--- config.mk ---
export PLATFORM = sky130hd
export DESIGN_NAME = multi_motor_velocity_ramp_unit_flat
export DESIGN_NICKNAME = d
export VERILOG_FILES = /design/src/mmvr_pkg.sv /design/src/mmvr_in_if.sv /design/src/mmvr_out_if.sv /design/src/mmvr_mem.sv /design/src/mmvr_ctrl.sv /design/src/multi_motor_velocity_ramp_unit.sv /design/src/flat_wrapper.sv
export VERILOG_INCLUDE_DIRS = /design/src /design/src/src
export SDC_FILE = /design/constraint.sdc
export NUM_CORES = 1
export LEC_CHECK = 0
export ABC_AREA = 1
export CAP_MARGIN = 20
export CORE_ASPECT_RATIO = 1.75
export CORE_MARGIN = 10
export CORE_UTILIZATION = 30
export DETAILED_ROUTE_END_ITERATION = 12
export DONT_BUFFER_PORTS = 1
export GPL_ROUTABILITY_DRIVEN = 0
export RECOVER_POWER = 100
export SLEW_MARGIN = 20
export SYNTH_ARGS = -nofsm -noshare
export SYNTH_HDL_FRONTEND = slang
export SYNTH_SLANG_ARGS = --single-unit
--- constraint.sdc ---
create_clock -name clk -period 7.3 [get_ports clk]
set_input_delay 1.095 -clock clk [delete_from_list [all_inputs] [get_ports clk]]
set_output_delay 1.095 -clock clk [all_outputs]
set_load 0.02 [all_outputs]
--- src/assert_macros.svh ---
`ifndef ASSERT_MACROS_SVH
`define ASSERT_MACROS_SVH

// Clocked check, disabled during reset.
`define MMVR_ASSERT(label, prop, msg) \
  label: assert property (@(posedge clk) disable iff (!rst_n) (prop)) else $error(msg);

// Clocked check that an expression never holds.
`define MMVR_NEVER(label, expr, msg) \
  `MMVR_ASSERT(label, !(expr), msg)

`endif

--- src/mmvr_pkg.sv ---
`timescale 1ns / 1ps

package mmvr_pkg;

  localparam int SLOTS      = 8;
  localparam int SLOT_W     = (SLOTS > 1) ? $clog2(SLOTS) : 1;
  localparam int CNT_W      = $clog2(SLOTS + 1);
  localparam int MOTOR_W    = 4;
  localparam int POWER_W    = 8;
  localparam int STEP_W     = 9;
  localparam int FACTOR_W   = 9;
  localparam int CFG_ADDR_W = 3;
  localparam int CFG_DATA_W = 32;

  localparam logic [FACTOR_W-1:0] FACTOR_ONE   = 9'd256;
  localparam logic [FACTOR_W-1:0] FACTOR_RESET = 9'd26;

  typedef logic [MOTOR_W-1:0]        motor_t;
  typedef logic signed [POWER_W-1:0] power_t;
  typedef logic signed [STEP_W-1:0]  step_t;
  typedef logic [FACTOR_W-1:0]       factor_t;
  typedef logic [SLOT_W-1:0]         slot_t;
  typedef logic [CNT_W-1:0]          cnt_t;

  typedef struct packed {
    power_t target;
    step_t  step;
    power_t power;
  } slot_word_t;

  typedef enum logic [1:0] {
    ST_IDLE,
    ST_SET,
    ST_TICK
  } state_t;

  localparam logic REQ_SET  = 1'b0;
  localparam logic REQ_TICK = 1'b1;

  localparam logic REG_RAMP_ENABLE = 1'b0;
  localparam logic REG_STEP_FACTOR = 1'b1;

endpackage

--- src/mmvr_in_if.sv ---
`timescale 1ns / 1ps

interface mmvr_in_if;
  logic                  valid;
  logic                  ready;
  logic                  req_type;
  mmvr_pkg::motor_t      motor_id;
  mmvr_pkg::power_t      target_power;

  modport source (output valid, req_type, motor_id, target_power, input ready);
  modport sink   (input valid, req_type, motor_id, target_power, output ready);
endinterface

--- src/mmvr_out_if.sv ---
`timescale 1ns / 1ps

interface mmvr_out_if;
  logic                  valid;
  logic                  ready;
  mmvr_pkg::motor_t      out_motor;
  mmvr_pkg::power_t      power;
  logic                  accepted;
  logic                  last;

  modport source (output valid, out_motor, power, accepted, last, input ready);
  modport sink   (input valid, out_motor, power, accepted, last, output ready);
endinterface

--- src/mmvr_mem.sv ---
`timescale 1ns / 1ps

module mmvr_mem (
  input  logic                 clk,
  input  logic                 we,
  input  mmvr_pkg::slot_t      waddr,
  input  mmvr_pkg::slot_word_t wdata,
  input  logic                 re,
  input  mmvr_pkg::slot_t      raddr,
  output mmvr_pkg::slot_word_t rdata
);

  mmvr_pkg::slot_word_t mem [mmvr_pkg::SLOTS];
  mmvr_pkg::slot_word_t rdata_r;

  always_ff @(posedge clk) begin
    if (we) begin
      mem[waddr] <= wdata;
    end
  end

  always_ff @(posedge clk) begin
    if (re) begin
      rdata_r <= mem[raddr];
    end
  end

  assign rdata = rdata_r;

endmodule

--- src/mmvr_ctrl.sv ---
`timescale 1ns / 1ps
`include "assert_macros.svh"

module mmvr_ctrl (
  input  logic                 clk,
  input  logic                 rst_n,
  mmvr_in_if.sink              in_ch,
  mmvr_out_if.source           out_ch,
  input  logic                 ramp_enable,
  input  mmvr_pkg::factor_t    step_factor
);

  // (target - power) * factor / 256, truncated toward zero
  function automatic mmvr_pkg::step_t calc_step(mmvr_pkg::power_t tgt,
                                                mmvr_pkg::power_t pwr,
                                                mmvr_pkg::factor_t fac);
    logic signed [9:0]  diff;
    logic signed [19:0] prod;
    logic signed [19:0] biased;
    diff   = {{2{tgt[7]}}, tgt} - {{2{pwr[7]}}, pwr};
    prod   = diff * $signed({1'b0, fac});
    biased = prod[19] ? prod + 20'sd255 : prod;
    return biased[16:8];
  endfunction

  function automatic mmvr_pkg::power_t tick_power(mmvr_pkg::power_t tgt,
                                                  mmvr_pkg::step_t stp,
                                                  mmvr_pkg::power_t pwr,
                                                  logic en);
    logic signed [9:0] d;
    logic signed [9:0] s;
    logic signed [9:0] abs_d;
    logic signed [9:0] abs_s;
    logic signed [9:0] sum;
    mmvr_pkg::power_t  res;
    d     = {{2{tgt[7]}}, tgt} - {{2{pwr[7]}}, pwr};
    s     = {stp[8], stp};
    abs_d = d[9] ? -d : d;
    abs_s = s[9] ? -s : s;
    sum   = {{2{pwr[7]}}, pwr} + s;
    if (!en || stp == '0 || abs_d < abs_s) begin
      res = tgt;
    end else if (sum > 10'sd127) begin
      res = 8'sd127;
    end else if (sum < -10'sd128) begin
      res = -8'sd128;
    end else begin
      res = sum[7:0];
    end
    return res;
  endfunction

  mmvr_pkg::state_t     state_r, state_nxt;
  mmvr_pkg::cnt_t       used_r;
  mmvr_pkg::motor_t     motor_r [mmvr_pkg::SLOTS];
  mmvr_pkg::motor_t     req_motor_r;
  mmvr_pkg::power_t     req_target_r;
  mmvr_pkg::slot_t      slot_r, slot_nxt;
  logic                 hit_r, hit_nxt;
  logic                 full_r, full_nxt;

  logic                 out_valid_r;
  mmvr_pkg::motor_t     out_motor_r;
  mmvr_pkg::power_t     out_power_r;
  logic                 out_acc_r;
  logic                 out_last_r;

  logic                 in_acc;
  logic                 out_free;
  logic                 hit;
  mmvr_pkg::slot_t      hit_idx;
  logic                 full;
  logic                 tick_last;
  mmvr_pkg::factor_t    factor_sat;
  mmvr_pkg::power_t     cur_power;
  mmvr_pkg::power_t     new_power;

  logic                 mem_we;
  mmvr_pkg::slot_t      mem_waddr;
  mmvr_pkg::slot_word_t mem_wdata;
  logic                 mem_re;
  mmvr_pkg::slot_t      mem_raddr;
  mmvr_pkg::slot_word_t mem_rdata;

  logic                 emit;
  mmvr_pkg::motor_t     emit_motor;
  mmvr_pkg::power_t     emit_power;
  logic                 emit_acc;
  logic                 emit_last;
  logic                 alloc;

  mmvr_mem u_mem (
    .clk   (clk),
    .we    (mem_we),
    .waddr (mem_waddr),
    .wdata (mem_wdata),
    .re    (mem_re),
    .raddr (mem_raddr),
    .rdata (mem_rdata)
  );

  assign in_ch.ready = (state_r == mmvr_pkg::ST_IDLE);
  assign in_acc      = in_ch.valid && in_ch.ready;
  assign out_free    = !out_valid_r || out_ch.ready;
  assign full        = (used_r == mmvr_pkg::CNT_W'(mmvr_pkg::SLOTS));
  assign factor_sat  = (step_factor > mmvr_pkg::FACTOR_ONE) ? mmvr_pkg::FACTOR_ONE
                                                             : step_factor;
  assign tick_last   = (mmvr_pkg::cnt_t'(slot_r) + 1'b1 == used_r);
  assign alloc       = !hit_r && !full_r;
  assign cur_power   = hit_r ? mem_rdata.power : '0;
  assign new_power   = tick_power(mem_rdata.target, mem_rdata.step, mem_rdata.power,
                                  ramp_enable);

  // slot lookup, lowest matching slot wins
  always_comb begin
    hit     = 1'b0;
    hit_idx = '0;
    for (int i = mmvr_pkg::SLOTS - 1; i >= 0; i--) begin
      if (mmvr_pkg::CNT_W'(i) < used_r && motor_r[i] == in_ch.motor_id) begin
        hit     = 1'b1;
        hit_idx = mmvr_pkg::SLOT_W'(i);
      end
    end
  end

  always_comb begin
    state_nxt = state_r;
    unique case (state_r)
      mmvr_pkg::ST_IDLE: begin
        if (in_acc) begin
          if (in_ch.req_type == mmvr_pkg::REQ_SET) begin
            state_nxt = mmvr_pkg::ST_SET;
          end else if (used_r != '0) begin
            state_nxt = mmvr_pkg::ST_TICK;
          end
        end
      end
      mmvr_pkg::ST_SET: begin
        if (out_free) begin
          state_nxt = mmvr_pkg::ST_IDLE;
        end
      end
      mmvr_pkg::ST_TICK: begin
        if (out_free && tick_last) begin
          state_nxt = mmvr_pkg::ST_IDLE;
        end
      end
      default: state_nxt = mmvr_pkg::ST_IDLE;
    endcase
  end

  always_comb begin
    slot_nxt   = slot_r;
    hit_nxt    = hit_r;
    full_nxt   = full_r;
    mem_re     = 1'b0;
    mem_raddr  = '0;
    mem_we     = 1'b0;
    mem_waddr  = slot_r;
    mem_wdata  = mem_rdata;
    emit       = 1'b0;
    emit_motor = req_motor_r;
    emit_power = '0;
    emit_acc   = 1'b1;
    emit_last  = 1'b1;
    unique case (state_r)
      mmvr_pkg::ST_IDLE: begin
        if (in_acc) begin
          if (in_ch.req_type == mmvr_pkg::REQ_SET) begin
            slot_nxt  = hit ? hit_idx : used_r[mmvr_pkg::SLOT_W-1:0];
            hit_nxt   = hit;
            full_nxt  = !hit && full;
            mem_re    = 1'b1;
            mem_raddr = slot_nxt;
          end else begin
            slot_nxt  = '0;
            mem_re    = (used_r != '0);
            mem_raddr = '0;
          end
        end
      end
      mmvr_pkg::ST_SET: begin
        if (out_free) begin
          emit             = 1'b1;
          emit_motor       = req_motor_r;
          emit_power       = full_r ? '0 : cur_power;
          emit_acc         = !full_r;
          emit_last        = 1'b1;
          mem_we           = !full_r;
          mem_wdata.target = req_target_r;
          mem_wdata.step   = calc_step(req_target_r, cur_power, factor_sat);
          mem_wdata.power  = cur_power;
        end
      end
      mmvr_pkg::ST_TICK: begin
        if (out_free) begin
          emit            = 1'b1;
          emit_motor      = motor_r[slot_r];
          emit_power      = new_power;
          emit_acc        = 1'b1;
          emit_last       = tick_last;
          mem_we          = 1'b1;
          mem_wdata.power = new_power;
          if (!tick_last) begin
            slot_nxt  = slot_r + 1'b1;
            mem_re    = 1'b1;
            mem_raddr = slot_nxt;
          end
        end
      end
      default: begin
        emit = 1'b0;
      end
    endcase
  end

  always_ff @(posedge clk) begin
    if (!rst_n) begin
      state_r     <= mmvr_pkg::ST_IDLE;
      used_r      <= '0;
      out_valid_r <= 1'b0;
    end else begin
      state_r <= state_nxt;
      if (state_r == mmvr_pkg::ST_SET && out_free && alloc) begin
        used_r <= used_r + 1'b1;
      end
      if (emit) begin
        out_valid_r <= 1'b1;
      end else if (out_ch.ready) begin
        out_valid_r <= 1'b0;
      end
    end
  end

  always_ff @(posedge clk) begin
    slot_r <= slot_nxt;
    hit_r  <= hit_nxt;
    full_r <= full_nxt;
    if (in_acc) begin
      req_motor_r  <= in_ch.motor_id;
      req_target_r <= in_ch.target_power;
    end
    if (state_r == mmvr_pkg::ST_SET && out_free && alloc) begin
      motor_r[slot_r] <= req_motor_r;
    end
    if (emit) begin
      out_motor_r <= emit_motor;
      out_power_r <= emit_power;
      out_acc_r   <= emit_acc;
      out_last_r  <= emit_last;
    end
  end

  assign out_ch.valid     = out_valid_r;
  assign out_ch.out_motor = out_motor_r;
  assign out_ch.power     = out_power_r;
  assign out_ch.accepted  = out_acc_r;
  assign out_ch.last      = out_last_r;

  `MMVR_ASSERT(a_used_bound, used_r <= mmvr_pkg::CNT_W'(mmvr_pkg::SLOTS),
               "slot count beyond table size")
  `MMVR_ASSERT(a_used_grows, used_r >= $past(used_r), "slot count decreased")
  `MMVR_NEVER(a_rw_clash, mem_we && mem_re && mem_waddr == mem_raddr,
              "read and write of the same slot in one cycle")
  `MMVR_ASSERT(a_reject_last, out_valid_r && !out_acc_r |-> out_last_r,
               "rejected item not marked last")

endmodule

--- src/multi_motor_velocity_ramp_unit.sv ---
`timescale 1ns / 1ps

// Velocity ramp for up to SLOTS motors, slots taken in order of first use.
// in_ch: req_type 0 sets a target for motor_id (one result: current power,
//   accepted = 0 for a new motor when the table is full); req_type 1 is a
//   tick that gives one result per used slot, in slot order, last set on the
//   final one. A tick with no used slots gives no result.
// out_ch: valid/ready, one output register between the sequencer and the
//   receiver.
// APB port (psel/penable/pwrite/paddr/pwdata/prdata/pready): 0x0 ramp
//   enable, 0x4 step factor in Q1.8. Write only while idle.
// Sequencing: a set-target does one slot RAM read, then computes and writes
//   back. A tick reads, modifies and writes back the used slots in turn, one
//   slot per cycle while the output register is free. The next item is taken
//   once the previous item's last result sits in the output register.
// A stalled receiver holds the output register and the sequencer waits.
// Reset clears the slot count and the output valid; no clearing pass.

module multi_motor_velocity_ramp_unit (
  input  logic                                clk,
  input  logic                                rst_n,
  mmvr_in_if.sink                             in_ch,
  mmvr_out_if.source                          out_ch,
  input  logic                                psel,
  input  logic                                penable,
  input  logic                                pwrite,
  input  logic [mmvr_pkg::CFG_ADDR_W-1:0]     paddr,
  input  logic [mmvr_pkg::CFG_DATA_W-1:0]     pwdata,
  output logic [mmvr_pkg::CFG_DATA_W-1:0]     prdata,
  output logic                                pready
);

  logic              ramp_en_r;
  mmvr_pkg::factor_t factor_r;
  logic              cfg_wr;
  logic              reg_idx;

  assign pready  = 1'b1;
  assign cfg_wr  = psel && penable && pwrite && pready;
  assign reg_idx = paddr[2];

  always_ff @(posedge clk) begin
    if (!rst_n) begin
      ramp_en_r <= 1'b1;
      factor_r  <= mmvr_pkg::FACTOR_RESET;
    end else if (cfg_wr) begin
      unique case (reg_idx)
        mmvr_pkg::REG_RAMP_ENABLE: ramp_en_r <= pwdata[0];
        mmvr_pkg::REG_STEP_FACTOR: factor_r  <= pwdata[mmvr_pkg::FACTOR_W-1:0];
        default:                   ramp_en_r <= ramp_en_r;
      endcase
    end
  end

  always_comb begin
    unique case (reg_idx)
      mmvr_pkg::REG_RAMP_ENABLE:
        prdata = {{(mmvr_pkg::CFG_DATA_W-1){1'b0}}, ramp_en_r};
      mmvr_pkg::REG_STEP_FACTOR:
        prdata = {{(mmvr_pkg::CFG_DATA_W-mmvr_pkg::FACTOR_W){1'b0}}, factor_r};
      default:
        prdata = '0;
    endcase
  end

  mmvr_ctrl u_ctrl (
    .clk         (clk),
    .rst_n       (rst_n),
    .in_ch       (in_ch),
    .out_ch      (out_ch),
    .ramp_enable (ramp_en_r),
    .step_factor (factor_r)
  );

endmodule
--- src/flat_wrapper.sv ---
// flat-port wrapper written by rule: the top's interface ports become plain ports
module multi_motor_velocity_ramp_unit_flat 
  (clk, rst_n, psel, penable, pwrite, paddr, pwdata, prdata, pready, in_ch_valid, in_ch_req_type, in_ch_motor_id, in_ch_target_power, in_ch_ready, out_ch_valid, out_ch_out_motor, out_ch_power, out_ch_accepted, out_ch_last, out_ch_ready);
  mmvr_in_if in_ch_i ();
  mmvr_out_if out_ch_i ();
  input  logic clk;
  input  logic rst_n;
  input  logic psel;
  input  logic penable;
  input  logic pwrite;
  input  logic [mmvr_pkg::CFG_ADDR_W-1:0] paddr;
  input  logic [mmvr_pkg::CFG_DATA_W-1:0] pwdata;
  output logic [mmvr_pkg::CFG_DATA_W-1:0] prdata;
  output logic pready;
  input wire logic [$bits(in_ch_i.valid)-1:0] in_ch_valid;
  input wire logic [$bits(in_ch_i.req_type)-1:0] in_ch_req_type;
  input wire logic [$bits(in_ch_i.motor_id)-1:0] in_ch_motor_id;
  input wire logic [$bits(in_ch_i.target_power)-1:0] in_ch_target_power;
  output wire logic [$bits(in_ch_i.ready)-1:0] in_ch_ready;
  output wire logic [$bits(out_ch_i.valid)-1:0] out_ch_valid;
  output wire logic [$bits(out_ch_i.out_motor)-1:0] out_ch_out_motor;
  output wire logic [$bits(out_ch_i.power)-1:0] out_ch_power;
  output wire logic [$bits(out_ch_i.accepted)-1:0] out_ch_accepted;
  output wire logic [$bits(out_ch_i.last)-1:0] out_ch_last;
  input wire logic [$bits(out_ch_i.ready)-1:0] out_ch_ready;
  assign in_ch_i.valid = in_ch_valid;
  assign in_ch_i.req_type = in_ch_req_type;
  assign in_ch_i.motor_id = in_ch_motor_id;
  assign in_ch_i.target_power = in_ch_target_power;
  assign in_ch_ready = in_ch_i.ready;
  assign out_ch_valid = out_ch_i.valid;
  assign out_ch_out_motor = out_ch_i.out_motor;
  assign out_ch_power = out_ch_i.power;
  assign out_ch_accepted = out_ch_i.accepted;
  assign out_ch_last = out_ch_i.last;
  assign out_ch_i.ready = out_ch_ready;
  multi_motor_velocity_ramp_unit u_core (.clk(clk), .rst_n(rst_n), .in_ch(in_ch_i), .out_ch(out_ch_i), .psel(psel), .penable(penable), .pwrite(pwrite), .paddr(paddr), .pwdata(pwdata), .prdata(prdata), .pready(pready));
endmodule
# Yosys cells after proc, flatten, opt, wreduce, memory -nomap -nowiden
# Memories as Yosys holds them, arrays and structs flattened. A register that Yosys moved wholly into a read port is not among the register bits.
# Index checks and enable logic that the tools add are counted.
[op_classes]
addsub = 9
mul = 1
magnitude_cmp = 12
eq_ne = 18
n_mux = 67
bitwise_logic = 2
reduce_logical = 37
[ops]
columns = ["operator", "n"]
rows = [
  ["$mux W8", 8],
  ["$pmux W32 S2", 1],
  ["$mux W3", 17],
  ["$eq A4 B4 Y1", 9],
  ["$mux W17", 2],
  ["$pmux W8 S2", 2],
  ["$mux W25", 1],
  ["$mux W1", 21],
  ["$mux W10", 2],
  ["$neg A9 Y10", 2],
  ["$mul A9 B10 Y19", 1],
  ["$sub A8 B8 Y9", 2],
  ["$add A17 B9 Y17 const B", 1],
  ["$logic_and A1 B1 Y1", 16],
  ["$lt A3 B4 Y1 const A", 4],
  ["$pmux W3 S2", 2],
  ["$add A8 B9 Y10", 1],
  ["$gt A10 B8 Y1 const B", 1],
  ["$lt A10 B10 Y1", 1],
  ["$lt A10 B8 Y1 const B", 1],
  ["$mux W2", 5],
  ["$gt A9 B9 Y1 const B", 1],
  ["$logic_not A9 Y1", 1],
  ["$mux W9", 1],
  ["24 further kinds", 43],
]
[totals]
reg_bits = 48
mem_bits_rw = 232
inputBits = 55
output_inout_bits = 49
wordCells = 162
memories = 2
[mem_list]
columns = ["name", "depth", "word_bits", "rd", "rd_ports_with_merged_regs", "wr", "line_no", "rtl"]
rows = [
  ["u_core.u_ctrl.u_mem.mem", 8, 25, 1, 1, 1, "mmvr_mem.sv:13", "mmvr_pkg::slot_word_t mem [mmvr_pkg::SLOTS];"],
  ["u_core.u_ctrl.motor_r", 8, 4, 9, 1, 1, "mmvr_ctrl.sv:55", "mmvr_pkg::motor_t motor_r [mmvr_pkg::SLOTS];"],
]

# Depth between registers and ports, before layout
# Gate-level depths: netlist (run 1).
# An unclocked memory read counts as a cell.
[depth]
word_depth = 16
ltp_mapped = 38
mapped_depth_nobuf = 37

# By module
# From an unflattened synthesis (run 1), not the netlist that was laid out.
[hier_totals]
hier_cells = 2260
hier_area_um2 = 19248.5
[modules_own_cells]
columns = ["mod", "instances", "cells_per_inst", "area_per_inst_um2", "seq_area_each_um2"]
rows = [
  ["mmvr_mem", 1, 907, 9512.9, 6756.5],
  ["mmvr_ctrl", 1, 1246, 9013.6, 2092.0],
  ["multi_motor_velocity_ramp_unit", 1, 107, 721.9, 200.2],
]

# Least setup slack after synthesis (run 1)
# No wires, ideal clock.
[synth_path]
path_kind = "flip-flop to flip-flop"
start = "reg, netlist name u_core.u_ctrl.u_mem.rdata[0]"
end = "mem u_core.u_ctrl.u_mem.mem[0][9] in the netlist's numbering, data pin"
setup_ns = 0.319
arrival_ns = 6.839
required_time_ns = 6.981
path_slack_ns = 0.142
stages_incl_launch_ff = 38
path_buffers = 0
period_less_slack_ns = 7.158
cell_sequence = "edfxtp_1 > nand2_1 > inv_1 > ha_1 > fa_1 > nand3b_1 > and2_1 > or2_2 > nand2_1 > a21oi_1 > inv_1 > nand2_1 > a22oi_2 > inv_1 > nand2_1 > fa_1 > fa_1 > inv_1 > [... 2 more ...] > inv_1 > fa_1 > inv_1 > ha_1 > inv_1 > nor3_1 > nand2_1 > nand3_1 > nand2_1 > nand2_1 > a21boi_0 > or2_2 > nand2_1 > inv_1 > nand2_1 > o21ai_0 > nand3_1 > o21ai_0"
[synth_rtl]
columns = ["element", "line_no"]
rows = [
  ["end, declared", "mmvr_mem.sv:13"],
]

==> results.yml, run 1 <==
grt:
  grt_pass1_wl_um: 78800
  grt_pass1_vias: 14800
  grt_use_total: 0.133
  grt_max_degree: 67
  overflow: 0
  grt_antenna_before_repair: 1
drt:
  met1_length_um: 17800
  postRouteAntennaNets: 0
  top_layer_used: "met4"
  avgRoutedWirePerCell_um: 16.7
  vias_per_cell: 4.78
  wl_met3_um: 2460
  drt-pass1-iter-count: 5
  drc: 0
  drtIter0Drc: 858
  finalWirelength_um: 50400
  met2WireLength_um: 27900
  route.vias.total: 14400
critical_path:
  end_kind: "register"
  cp.required_ns: 7.67
  cp-start-kind: "register"
  max_stage_delay_ns: 0.51
  cp_max_fo: 8
  crit_slowest_cell: "fa_1"
  cp_data_arrival_time_ns: 7.37
  crit_family: "adder cells"
  crit_type: "register to register"
  crit_buf_inv: 9
sta:
  rsz0062_at_grt: "true"
  fin_hold_ws_ns: 0.496
  finalMaxSlewViolations: 285
  period_share: 0.959
  final_period_minus_worst_setup_slack_ns: 7.00
  max_slew_margin: -0.605
  final.setup.tns_ns: 0
  setup_viol: 0
  skew_ns: 0.0438
  worstMarginPinSlew_ns: 2.39
  hold_viol: 0
  max_freq_mhz: 143
finish:
  final_cell_mix: "nand2_1, inv_1, edfxtp_1"
  ff_latch_area_mm2: 0.00905
  syn_to_final_growth_pct: 12.3
  final_common_cell: "nand2_1"
  final_nets: 2392
  fill_cells: 6358
  drive_above_1_share: 0.0985
  multi_input_area_mm2: 0.00827
clocking:
  root_buffer: "clkbuf_16"
  cts_buffers: 26
  clkLatencyLatePin_ns: 0.60
  cts.reportedPaths.clkPinSlew_ns: 0.08
  hold_buffers: 0
  htreeDepth: 1
  cts_tree: "yes"
  clock_path_buffers: 3
  cts.sinks: 308
floorplanning:
  dieArea_mm2: 0.0743
  rows: 122
  io_pins: 104
  core-area_mm2: 0.0630
  fp.dieW_um: 210
  start_util: 0.302
  die_h_um: 353
synthesis:
  yosys.area.top_type: "edfxtp_1"
  synthDistinctLibCells: 49
  ys_seq_area_frac: 0.475
  synthTopCellsByArea: "edfxtp_1, nand2_1, inv_1, ha_1, nand3_1"
  synth_top_cell_area_share: 0.454
  synth.ff_latch_count: 308
  postSynth.asyncResetShare: 0
  synth_edf_count: 288
  ys.flop_type: "edfxtp_1"
  ys_warn_count: 0
  synthCells: 2136
  synth.avg_cell_area_um2: 8.91
  syn_area_mm2: 0.0190
status:
  failed_checks: "capacitance limit, slew limit"
  outcome: "finished, violations left"
worst_hold_path:
  hp-class: "register to register"
placement:
  hpwl_um: 36600
  port_buffers: 0
flow_run:
  cap_violations: 10
metrics by stage:
| stage | area [µm²] | util | cells | setup slack (ns) |
|---|---|---|---|---|
| 6_report | 21400 | 0.339 | 3010 | 0.301 |
| 5_1_grt | 21400 | 0.339 | 3010 | -0.114 |
| 4_1_cts | 21100 | 0.335 | 3000 | 0.0230 |
| 3_5_place_dp | 20200 | 0.320 | 2953 | -0.396 |
| 3_3_place_gp | 20200 | 0.320 | 2953 | -0.289 |
| 2_1_floorplan | 19100 | - | 2160 | 0.142 |
final timing paths:
| check | start | to | slack [ns] | cells after the start |
|---|---|---|---|---|
| max | u_core.u_ctrl.hit_r$_DFFE_PP_ | u_core.u_ctrl.u_mem.mem[3][16]$_DFFE_PP_ | 0.30 | 40 |
| min reg2reg | u_core.u_ctrl.state_r[0]$_SDFFE_PN0P_ | u_core.u_ctrl.state_r[0]$_SDFFE_PN0P_ | 0.50 | 2 |
| min | u_core.u_ctrl.state_r[0]$_SDFFE_PN0P_ | u_core.u_ctrl.state_r[0]$_SDFFE_PN0P_ | 0.50 | 2 |
| max reg2reg | u_core.u_ctrl.hit_r$_DFFE_PP_ | u_core.u_ctrl.u_mem.mem[3][16]$_DFFE_PP_ | 0.30 | 40 |
flip-flops by register name, summed over array words and instances (netlist names), 2 cells and up, named ones only:
register / count
u_core.u_ctrl.u_mem.rdata: 25
u_core.factor_r: 9
u_core.u_ctrl.req_target_r: 8
u_core.u_ctrl.out_ch.out_motor: 4
u_core.u_ctrl.motor_r: 32
u_core.u_ctrl.u_mem.mem: 200
u_core.u_ctrl.used_r: 4
u_core.u_ctrl.req_motor_r: 4
u_core.u_ctrl.mem_waddr: 3
u_core.u_ctrl.state_r: 2
u_core.u_ctrl.out_ch.power: 8
cells in the mapped netlist, types with 2 or more instances:
cell and count:
nand2_1 494, inv_1 399, edfxtp_1 288, nand3_1 240
nor2_1 137, ha_1 98, a21oi_1 70, o21ai_0 59
fa_1 53, xor2_1 45, buf_4 30, buf_2 27
clkbuf_1 21, dfxtp_1 20, nand3_2 20, xnor2_1 16
buf_6 12, nor3_1 11, inv_2 10, o21ai_1 8
nand4_1 7, o211ai_1 7, or2_2 7, a22oi_1 6
o22ai_1 5, nor2_2 4, o21bai_1 4, a21o_1 3
a31oi_1 3, clkinv_1 3, nand2_2 3, nand3b_1 3
nor4_1 3, a211oi_1 2, a21boi_0 2, conb_1 2
o2111ai_1 2
worst register-to-register path: cells and delay by family (launching register included):
| family | cells | cell delay [ns] |
|---|---|---|
| adder cells (fa/ha/maj) | 7 | 2.81 |
| AO/OA/AOI/OAI | 8 | 1.21 |
| AND/OR/NAND/NOR | 14 | 1.14 |
| buffers and inverters | 9 | 0.86 |
| flip-flops | 1 | 0.41 |
| XOR/XNOR | 2 | 0.32 |
layer usage:
layer	vias to the layer above	track usage
li1	6909	-
met4	0	0.0664
met1	6909	0.132
met3	133	0.0175
met5	-	0
met2	444	0.262
area by class of cell:
| class | instances | area share |
|---|---|---|
| flip-flops and latches | 308 | 0.423 |
| multi-input cells | 1349 | 0.386 |
| inverters | 413 | 0.0727 |
| well taps | 806 | 0.0471 |
| clock buffers | 30 | 0.0311 |
| repair buffers | 88 | 0.0302 |
| clock inverters | 15 | 0.00930 |
| diodes | 1 | 0.000117 |
kinds of logic after synthesis:
| logic type | Yosys count | share of synthesized area |
|---|---|---|
| buffers and inverters | 503 | 0.112 |
| other | 2 | 0.000394 |
| XOR/XNOR | 62 | 0.0289 |
| AND/OR/NAND/NOR | 931 | 0.211 |
| AO/OA/AOI/OAI | 179 | 0.0530 |
| adder cells (fa/ha/maj) | 151 | 0.120 |
| flip-flops | 308 | 0.475 |
what timing repair did:
item / 4_1_cts / 5_1_grt
setup endpoints to repair: 72 / 72
setup buffers: 3 / 9
pin swaps: 5 / 40
resized for setup: 19 / 56
Power of run 1 is left out: the tool's default activity adds up to more than one toggle a clock period on the data nets, which glitch-free logic cannot reach.
==> run 2, diff against run 1 <==
RECOVER_POWER = unset   (was 100)
==> results.yml, run 2 (synthesis results as in run 1) <==
sta:
  final_period_minus_worst_setup_slack_ns: 7.00
  period_share: 0.960
  max_slew_margin: 0.356
  finalMaxSlewViolations: 0
  worstMarginPinSlew_ns: 0.959
  fin_hold_ws_ns: 0.496
  setup_viol: 0
  hold_viol: 0
  max_freq_mhz: 143
  skew_ns: 0.0428
  rsz0062_at_grt: "true"
clocking:
  cts_tree: "yes"
  clock_path_buffers: 3
  cts.sinks: 308
  htreeDepth: 1
  hold_buffers: 0
  cts_buffers: 26
  clkLatencyLatePin_ns: 0.60
  cts.reportedPaths.clkPinSlew_ns: 0.08
  root_buffer: "clkbuf_16"
floorplanning:
  io_pins: 104
  die_h_um: 353
  fp.dieW_um: 210
  start_util: 0.302
  core-area_mm2: 0.0630
  rows: 122
  dieArea_mm2: 0.0743
critical_path:
  crit_slowest_cell: "fa_1"
  cp_max_fo: 8
  cp_data_arrival_time_ns: 7.38
  reg2reg_from: "u_core.u_ctrl.hit_r$_DFFE_PP_"
  end_kind: "register"
  crit_type: "register to register"
  reg2reg_to: "u_core.u_ctrl.u_mem.mem[3][16]$_DFFE_PP_"
  cp.required_ns: 7.67
  cp-start-kind: "register"
  reg2regPathDepth: 36
  cpMostUsedCell: "nand2_1"
  max_stage_delay_ns: 0.60
  rrSetupSlack_ns: 0.30
finish:
  top_register: "u_core.u_ctrl.u_mem.mem"
  final_common_cell: "nand2_1"
  stdcell_count: 3010
  drive_above_1_share: 0.106
  final_area_mm2: 0.0214
  final_cell_mix: "nand2_1, inv_1, edfxtp_1"
  syn_to_final_growth_pct: 12.6
  final_nets: 2392
  largest_reg_flops: 200
drt:
  avgRoutedWirePerCell_um: 16.8
  finalWirelength_um: 50500
  drc: 0
  postRouteAntennaNets: 0
  drtIter0Drc: 939
  route.vias.total: 14300
  drt-pass1-iter-count: 7
  vias_per_cell: 4.76
grt:
  grt_pass1_vias: 14800
  grt_use_total: 0.133
  grt_antenna_before_repair: 1
  overflow: 0
  grt_pass1_wl_um: 78800
  grt_max_degree: 67
worst_hold_path:
  worstHoldEndpoint: "u_core.u_ctrl.state_r[0]$_SDFFE_PN0P_"
  hold_depth: 2
  hp-class: "register to register"
  worstHoldStart: "u_core.u_ctrl.state_r[0]$_SDFFE_PN0P_"
placement:
  place_area_mm2: 0.0202
  hpwl_um: 36600
  place_inst: 2953
  port_buffers: 0
flow_run:
  cap_violations: 0
status:
  outcome: "complete, no violations"
run 2: cell count changes in the layout (fill, tap and decap cells not counted), sizes merged:
cell	before	now
clkbuf	41	30
clkinv	13	14
buf	77	88
clkinvlp	1	0
run 2: layout make-up:
cell class,count,area (µm²)
Clock inverter,15,199
Antenna cell,1,2.50
Timing Repair Buffer,88,687
Fill cell,6347,41600
Inverter,413,1550
Multi-Input combinational cell,1349,8280
Clock buffer,30,666
Tap cell,806,1010
Sequential cell,308,9050
run 2: layer usage:
layer,GRT usage,vias up,part of all wire
met4,0.0664,0,0.043
met1,0.132,6906,0.36
met2,0.262,400,0.55
li1,-,6913,-
met5,0,-,0
met3,0.0175,118,0.046
run 2: how the worst max path moves through the flow:
| stage | start | depth (start not counted) | endpoint | slack (ns) |
|---|---|---|---|---|
| after global placement | u_core.u_ctrl.hit_r$_DFFE_PP_ | 38 | u_core.u_ctrl.u_mem.mem[7][14]$_DFFE_PP_ | -0.29 |
| after global routing | u_core.u_ctrl.hit_r$_DFFE_PP_ | 40 | u_core.u_ctrl.u_mem.mem[7][16]$_DFFE_PP_ | -0.11 |
| after detailed placement | u_core.u_ctrl.hit_r$_DFFE_PP_ | 38 | u_core.u_ctrl.u_mem.mem[4][14]$_DFFE_PP_ | -0.40 |
| after CTS | u_core.u_ctrl.hit_r$_DFFE_PP_ | 37 | u_core.u_ctrl.u_mem.mem[7][16]$_DFFE_PP_ | 0.02 |
| final | u_core.u_ctrl.hit_r$_DFFE_PP_ | 36 | u_core.u_ctrl.u_mem.mem[3][16]$_DFFE_PP_ | 0.30 |
| after floorplan | u_core.u_ctrl.u_mem.rdata[0]$_DFFE_PP_ | 37 | u_core.u_ctrl.u_mem.mem[0][9]$_DFFE_PP_ | 0.14 |
run 2: repair_timing:
| action | 4_1_cts | 5_1_grt |
|---|---|---|
| buffers inserted | 3 | 9 |
| endpoints found under the setup margin | 72 | 72 |
| gates resized for setup | 19 | 56 |
| pin swaps | 5 | 40 |
run 2: worst max-delay path, delay by kind of cell (launching register included):
kind | cells | cell delay (ns)
AOI/OAI and AO/OA | 6 | 0.89
xor gates and xnor gates | 1 | 0.10
adders and majority gates | 8 | 3.09
buffers and inverters | 6 | 0.67
DFF | 1 | 0.41
and+or+nand+nor | 15 | 1.58
run 2: metrics by stage:
step | setup slack, ns | TNS, ns | utilization
after floorplan | 0.142 | 0 | -
after global placement | -0.289 | -8.49 | 0.320
after detailed placement | -0.396 | -11.74 | 0.320
after CTS | 0.0230 | 0 | 0.335
after global routing | -0.114 | -2.12 | 0.340
final | 0.296 | 0 | 0.340
Power of run 2 is left out for the same reason.
